<file path="config.mk">
export PLATFORM = sky130hd
export DESIGN_NAME = vrc_fifo
export DESIGN_NICKNAME = d
export VERILOG_FILES = /design/src/design/vrc_pkg.sv /design/src/design/vrc_fifo.sv
export SDC_FILE = /design/constraint.sdc
export NUM_CORES = 2
export LEC_CHECK = 0
export ABC_AREA = 0
export BUFFER_PORTS_ARGS = -buffer_cell sky130_fd_sc_hd__buf_4
export CAP_MARGIN = 25
export CORE_MARGIN = 3
export CORE_UTILIZATION = 32
export DETAILED_ROUTE_END_ITERATION = 10
export HOLD_SLACK_MARGIN = 0.12
export RECOVER_POWER = 25
export SLEW_MARGIN = 10
export SYNTH_ARGS = -nofsm -noshare
export SYNTH_HDL_FRONTEND = slang
export SYNTH_SLANG_ARGS = --single-unit
</file>
<file path="constraint.sdc">
create_clock -name clk -period 19.9 [get_ports clk]
set_input_delay 1.99 -clock clk [delete_from_list [all_inputs] [get_ports clk]]
set_output_delay 1.99 -clock clk [all_outputs]
set_load 0.1 [all_outputs]
</file>
<file path="src/design/vrc_pkg.sv">
// Shared types, constants and helpers for the Voronoi edge rectangle clipper.
`timescale 1ns / 1ps

package vrc_pkg;

    localparam int W     = 32;            // Q16.16 word
    localparam int FRAC  = 16;            // fraction bits
    localparam int NUM_W = W + 1 + FRAC;  // dividend (c - bound) << 16
    localparam int SUM_W = 2 * W - FRAC + 2;

    localparam logic signed [W-1:0] Q_ONE    = 32'sh0001_0000;
    localparam logic signed [W-1:0] BOX_ZERO = 32'sh0000_0000;
    localparam logic signed [W-1:0] BOX_MAX  = 32'sh0400_0000;

    localparam int FIFO_DEPTH_DEF = 8;

    typedef enum logic [1:0] {
        REG_XMIN = 2'd0,
        REG_YMIN = 2'd1,
        REG_XMAX = 2'd2,
        REG_YMAX = 2'd3
    } cfg_reg_t;

    typedef struct packed {
        logic signed [W-1:0] xmin;
        logic signed [W-1:0] ymin;
        logic signed [W-1:0] xmax;
        logic signed [W-1:0] ymax;
    } clip_box_t;

    typedef struct packed {
        logic                    need;   // free coordinate must be solved
        logic signed [NUM_W-1:0] num;    // (c - bound) * 65536
        logic signed [W-1:0]     free;   // free coordinate before clipping
        logic signed [W-1:0]     other;  // dependent coordinate, final
    } clip_end_t;

    typedef struct packed {
        logic                vis;
        logic                swap;
        logic                a_one;
        logic signed [W-1:0] k;      // divisor, coefficient of free axis
        clip_end_t           e0;
        clip_end_t           e1;
    } clip_rec_t;

    function automatic logic signed [W-1:0] sat_sum(input logic signed [SUM_W-1:0] v);
        logic signed [SUM_W-1:0] hi;
        logic signed [SUM_W-1:0] lo;
        logic signed [W-1:0]     r;
        hi = {{(SUM_W-W+1){1'b0}}, {(W-1){1'b1}}};
        lo = {{(SUM_W-W+1){1'b1}}, {(W-1){1'b0}}};
        if (v > hi)
        begin
            r = hi[W-1:0];
        end
        else if (v < lo)
        begin
            r = lo[W-1:0];
        end
        else
        begin
            r = v[W-1:0];
        end
        return r;
    endfunction

    // Signed quotient from magnitude and sign, saturated to the word.
    function automatic logic signed [W-1:0] sat_quot(input logic [NUM_W-1:0] mag,
                                                     input logic neg);
        logic [NUM_W-1:0]    lim;
        logic signed [W-1:0] r;
        lim = {{(NUM_W-W){1'b0}}, 1'b1, {(W-1){1'b0}}};
        if (neg)
        begin
            r = (mag > lim) ? $signed(lim[W-1:0]) : -$signed(mag[W-1:0]);
        end
        else
        begin
            r = (mag >= lim) ? $signed(lim[W-1:0] - 1'b1) : $signed(mag[W-1:0]);
        end
        return r;
    endfunction

endpackage

</file>
<file path="src/design/vrc_fifo.sv">
// Short queue of classified edges between front and back end.
`timescale 1ns / 1ps

module vrc_fifo #(
    parameter int FIFO_DEPTH = vrc_pkg::FIFO_DEPTH_DEF
) (
    input  logic                            clk,
    input  logic                            rst_n,
    input  logic                            push,
    input  vrc_pkg::clip_rec_t              wr_data,
    input  logic                            pop,
    output vrc_pkg::clip_rec_t              rd_data,
    output logic                            empty,
    output logic [$clog2(FIFO_DEPTH+1)-1:0] count
);
    import vrc_pkg::*;

    localparam int AW    = (FIFO_DEPTH > 1) ? $clog2(FIFO_DEPTH) : 1;
    localparam int CNT_W = $clog2(FIFO_DEPTH + 1);

    clip_rec_t        mem_reg [FIFO_DEPTH];
    logic [AW-1:0]    wr_ptr_reg, wr_ptr_next;
    logic [AW-1:0]    rd_ptr_reg, rd_ptr_next;
    logic [CNT_W-1:0] count_reg, count_next;
    logic             do_pop;

    assign do_pop = pop && (count_reg != '0);

    always_comb
    begin
        wr_ptr_next = wr_ptr_reg;
        rd_ptr_next = rd_ptr_reg;
        if (push)
        begin
            wr_ptr_next = (wr_ptr_reg == AW'(FIFO_DEPTH - 1)) ? '0 : wr_ptr_reg + 1'b1;
        end
        if (do_pop)
        begin
            rd_ptr_next = (rd_ptr_reg == AW'(FIFO_DEPTH - 1)) ? '0 : rd_ptr_reg + 1'b1;
        end
        count_next = count_reg + CNT_W'(push) - CNT_W'(do_pop);
    end

    always_ff @(posedge clk or negedge rst_n)
    begin
        if (!rst_n)
        begin
            wr_ptr_reg <= '0;
            rd_ptr_reg <= '0;
            count_reg  <= '0;
        end
        else
        begin
            wr_ptr_reg <= wr_ptr_next;
            rd_ptr_reg <= rd_ptr_next;
            count_reg  <= count_next;
        end
    end

    always_ff @(posedge clk)
    begin
        if (push)
        begin
            mem_reg[wr_ptr_reg] <= wr_data;
        end
    end

    assign rd_data = mem_reg[rd_ptr_reg];
    assign empty   = (count_reg == '0);
    assign count   = count_reg;

endmodule

</file>
After elaboration in Yosys (flattened, before gate mapping)
Memory sizes are Yosys's and may differ from the RTL's. Index checks and enable logic that the tools add are counted.

Flip-flop bits (word level): 10. Bits in writable memories: 2104. Word-level logic and storage cells: 17. Memories kept: 1.

Memory list: mem_reg (words 8, width 263, rd ports 1, clocked after memory_dff 0, write ports 1, line vrc_fifo.sv:21) `clip_rec_t mem_reg [FIFO_DEPTH];`.

Add/sub/neg operators: 4. Equality and inequality tests: 2. Mux-type cells: 4. Reductions and logical operators: 3.

Operators with widths (number): 3-bit by 1-bit adder with 3-bit output (second input constant) (2); 3-bit equality test (second input constant) (2); 3-bit 2-to-1 mux (2); 4-bit by 1-bit adder with 4-bit output (1); 4-bit logical NOT (1); 4-bit nonzero test (1); 4-bit by 1-bit subtractor with 4-bit output (1); 1-bit 2-to-1 mux (2); 1-bit logical AND (1).

Logic depth before layout (Yosys ltp)
Word-level depth: 3. Depth in mapped cells: 11.

Least setup slack after synthesis
OpenSTA, ideal clock, no wires.

Path type: input to register. From: in push. To: mem mem_reg[0][0] (netlist name) (enable). Setup time: 1.209 ns. Arrival: 19.771 ns. Required time: 18.691 ns. Setup slack: -1.080 ns. Cell stages on the path: 2. Path buffers: 0. Cells stage by stage: nand2b_1 nor3_1.

Cells in the longest elaborated chain, start to end: 2.

RTL lines: from (decl) (line vrc_fifo.sv:9) `input logic push,`; 1-bit 2-to-1 mux (line vrc_fifo.sv:62) `if (push)`; 1-bit 2-to-1 mux (implied by the code) (line vrc_fifo.sv:64) `mem_reg[wr_ptr_reg] <= wr_data;`; to (decl) (line vrc_fifo.sv:21).

No other way between the ends.

==> summary.txt <==
Min-Delay Path Class = register to register
Req. time, crit path = 17,910 ps
Initial antenna violation count = 40
Crit path capture type = output pin
Wirelength, routed = 176,000 um
Status = complete, no violations
Reg2reg setup slack = 15,710 ps
Synth Cell Area = 79,900 sq um
Fillers = 22,300
Critical path type = register to output pin
Max Cap Viol = 0
Largest net degree at the start of global routing = 159
Max-slew headroom = 0.218
Final worst path period need = 7390 ps
Cell Rows = 182
Via count = 34,900
Worst-path fanout max = 92
I/O Buffers = 534
Startpoint Class = register
Worst skew pair latency = 870 ps
Area occupied by multi-input gates = 15,500 sq um
Fmax = 135 MHz
Initial DRT Pass Iterations = 4
Fin Clk Skew = 76.8 ps
CTS tree = yes
First-pass GRT wire length = 258,000 um
DPL Wire Length = 98,000 um
Initial DRC Count = 2,528
DR vias/cell = 4.80
DRC Markers = 0
Max Slew Vio Count = 0
Hold_sp = wr_ptr_reg[2]$_DFFE_PN0P_
Sequential area share after synthesis = 0.793
I/O pin total = 535
R2R depth = 5
CTS clock-pin slew for the worst setup and hold paths = 60 ps
Unrepaired setup endpoints after global routing = no
Hold buffer count at CTS = 0
GRT Total Usage = 0.135
Die height = 506 um
Layout cells sized above 1 = 0.368
CTS root buffer = clkbuf_16
Maximum clock path buffer count = 3
Worst path cell trace = buf_4 -> buf_16 -> buf_12 -> buf_4 -> mux4_1 -> mux2_2 -> buf_4
Die X-Extent = 506 um
Crit Reg-Reg Endpoint = mem_reg[2][199]$_DFFE_PP_
RePlAce Congestion = 0.716
NumNets Final = 4,052
Sink Count = 2,114
Final hold violation count = 0
Synthesized net count = 3,374
CTS buffer count = 218
Vias in the first global route = 37,100
Most common cell on crit path = buf_4
Area growth, synth to finish = 17.9%
Setup bufs post-CTS = 0
Synth Register Bits = 2,114
Post-Syn Area per Cell = 25.8 sq um
CP peak stage delay = 880 ps
Number of flip-flops in the largest register = 2,104
Routed WL per cell = 24.1 um
Overflow after GRT = 0
Sequential cell area = 63,400 sq um
Worst r2r src = wr_ptr_reg[2]$_DFFE_PN0P_
Initial core utilization = 0.323
Slowest CP cell = dfrtp_4
Crit share post-route = 0.372
Resize count post-CTS = 0
Worst Path Arrival = 5400 ps
Post-synthesis cell type count = 24
WHS Path Cells = 1
Die Area = 256,000 sq um
Core ar. = 247,000 sq um
Final setup viols = 0
Cell count after synthesis = 3,097
ANT nets after route = 0
Worst slew pin tran = 1170 ps
Setup TNS = 0 ps
Synthesis warning total = 0
H-Tree Depth = 4
WHS Endpoint = wr_ptr_reg[2]$_DFFE_PN0P_
-- layer usage --
layer / vias up / track usage / share of wire
met4: 40 / 0.0378 / 0.022
met3: 276 / 0.0423 / 0.073
met1: 18900 / 0.185 / 0.44
li1: 14900 / - / -
met5: - / 0 / 0.0015
met2: 820 / 0.209 / 0.47
-- synth_stat cells --
library cell,count,area [sq um]
mux4_2,440,9910
nand2b_1,3,18.8
nor3b_1,1,7.51
buf_2,16,80.1
mux2_2,268,3020
inv_1,8,30.0
a21oi_1,1,5.00
nor2b_1,1,6.26
nor3_1,2,10.0
nand3b_1,1,7.51
xor2_1,2,17.5
edfxtp_1,2104,63200
a21o_1,1,7.51
dfrtp_1,10,250
fa_1,1,20.0
ha_1,9,113
nand2_1,3,11.3
buf_1,25,93.8
mux4_1,86,2260
clkbuf_1,47,176
o21ai_0,1,5.00
buf_6,54,608
nor2_1,8,30.0
buf_8,5,75.1
-- critical path: cells and delay by family, from the launching register on --
| kind | cells | cell delay [ps] |
|---|---|---|
| DFF | 1 | 880 |
| buffers and inverters | 5 | 2330 |
| muxes | 2 | 940 |
-- logic make-up (layout without fill, tap and decap cells) --
family / count (synthesis) / in the layout / synth area share
AO/OA/AOI/OAI: 3 / 3 / 0.000219
XOR/XNOR: 2 / 2 / 0.000219
adder cells (fa/ha/maj): 10 / 10 / 0.00166
other: 0 / 19 / 0
buffers and inverters: 155 / 1011 / 0.0133
AND/OR/NAND/NOR: 19 / 19 / 0.00114
multiplexers: 794 / 794 / 0.190
flip-flops: 2114 / 2114 / 0.793
-- worst max-delay path by stage --
| stage | from | end | cells after the start |
|---|---|---|---|
| after global placement | rd_ptr_reg[0]$_DFFE_PN0P_ | rd_data[15] | 6 |
| after detailed placement | rd_ptr_reg[0]$_DFFE_PN0P_ | rd_data[15] | 7 |
| after global routing | rd_ptr_reg[0]$_DFFE_PN0P_ | rd_data[218] | 9 |
| after CTS | rd_ptr_reg[0]$_DFFE_PN0P_ | rd_data[15] | 7 |
| final | rd_ptr_reg[0]$_DFFE_PN0P_ | rd_data[130] | 7 |
| after floorplan | push | mem_reg[1][0]$_DFFE_PP_ | 2 |
-- metrics by stage --
stage                     hold WS [ps]  std cells  area, sq um  worst slack (ps)   util
after global routing               608       7270        94200             12020  0.381
after CTS                          570       7262        94800             11830  0.383
after detailed placement           556       6864        87800             12850  0.355
after floorplan                    524       3097        80000              5990      -
final                              572       7284        94300             12510  0.381
after global placement             551       6862        87700             12780  0.355
-- final cells by class --
class	count	share of cell area
tap	3312	0.0440
antenna	19	0.000504
clock inverter	135	0.0149
clock buffer	263	0.0597
sequential	2114	0.673
multi-input combinational	828	0.165
timing repair buffer	605	0.0431
inverter	8	0.000319
-- cell usage in the layout, fill, tap and decap left out, types with 5 or more instances in the layout --
master	netlist	layout
ha_1	9	9
bufinv_16	0	19
inv_6	0	9
diode_2	0	19
clkbuf_16	0	218
clkinvlp_4	0	5
buf_4	0	420
edfxtp_1	2104	2104
nor2_4	0	6
buf_12	0	9
clkinv_2	0	33
mux4_1	86	86
dfrtp_1	10	7
clkinv_16	0	7
clkinv_1	0	49
clkinv_4	0	8
inv_1	8	8
mux4_2	440	440
mux2_2	268	268
clkbuf_1	47	218
Power is not shown: default switching activity piles up to over one toggle a cycle in this logic, so the estimate is an artifact.
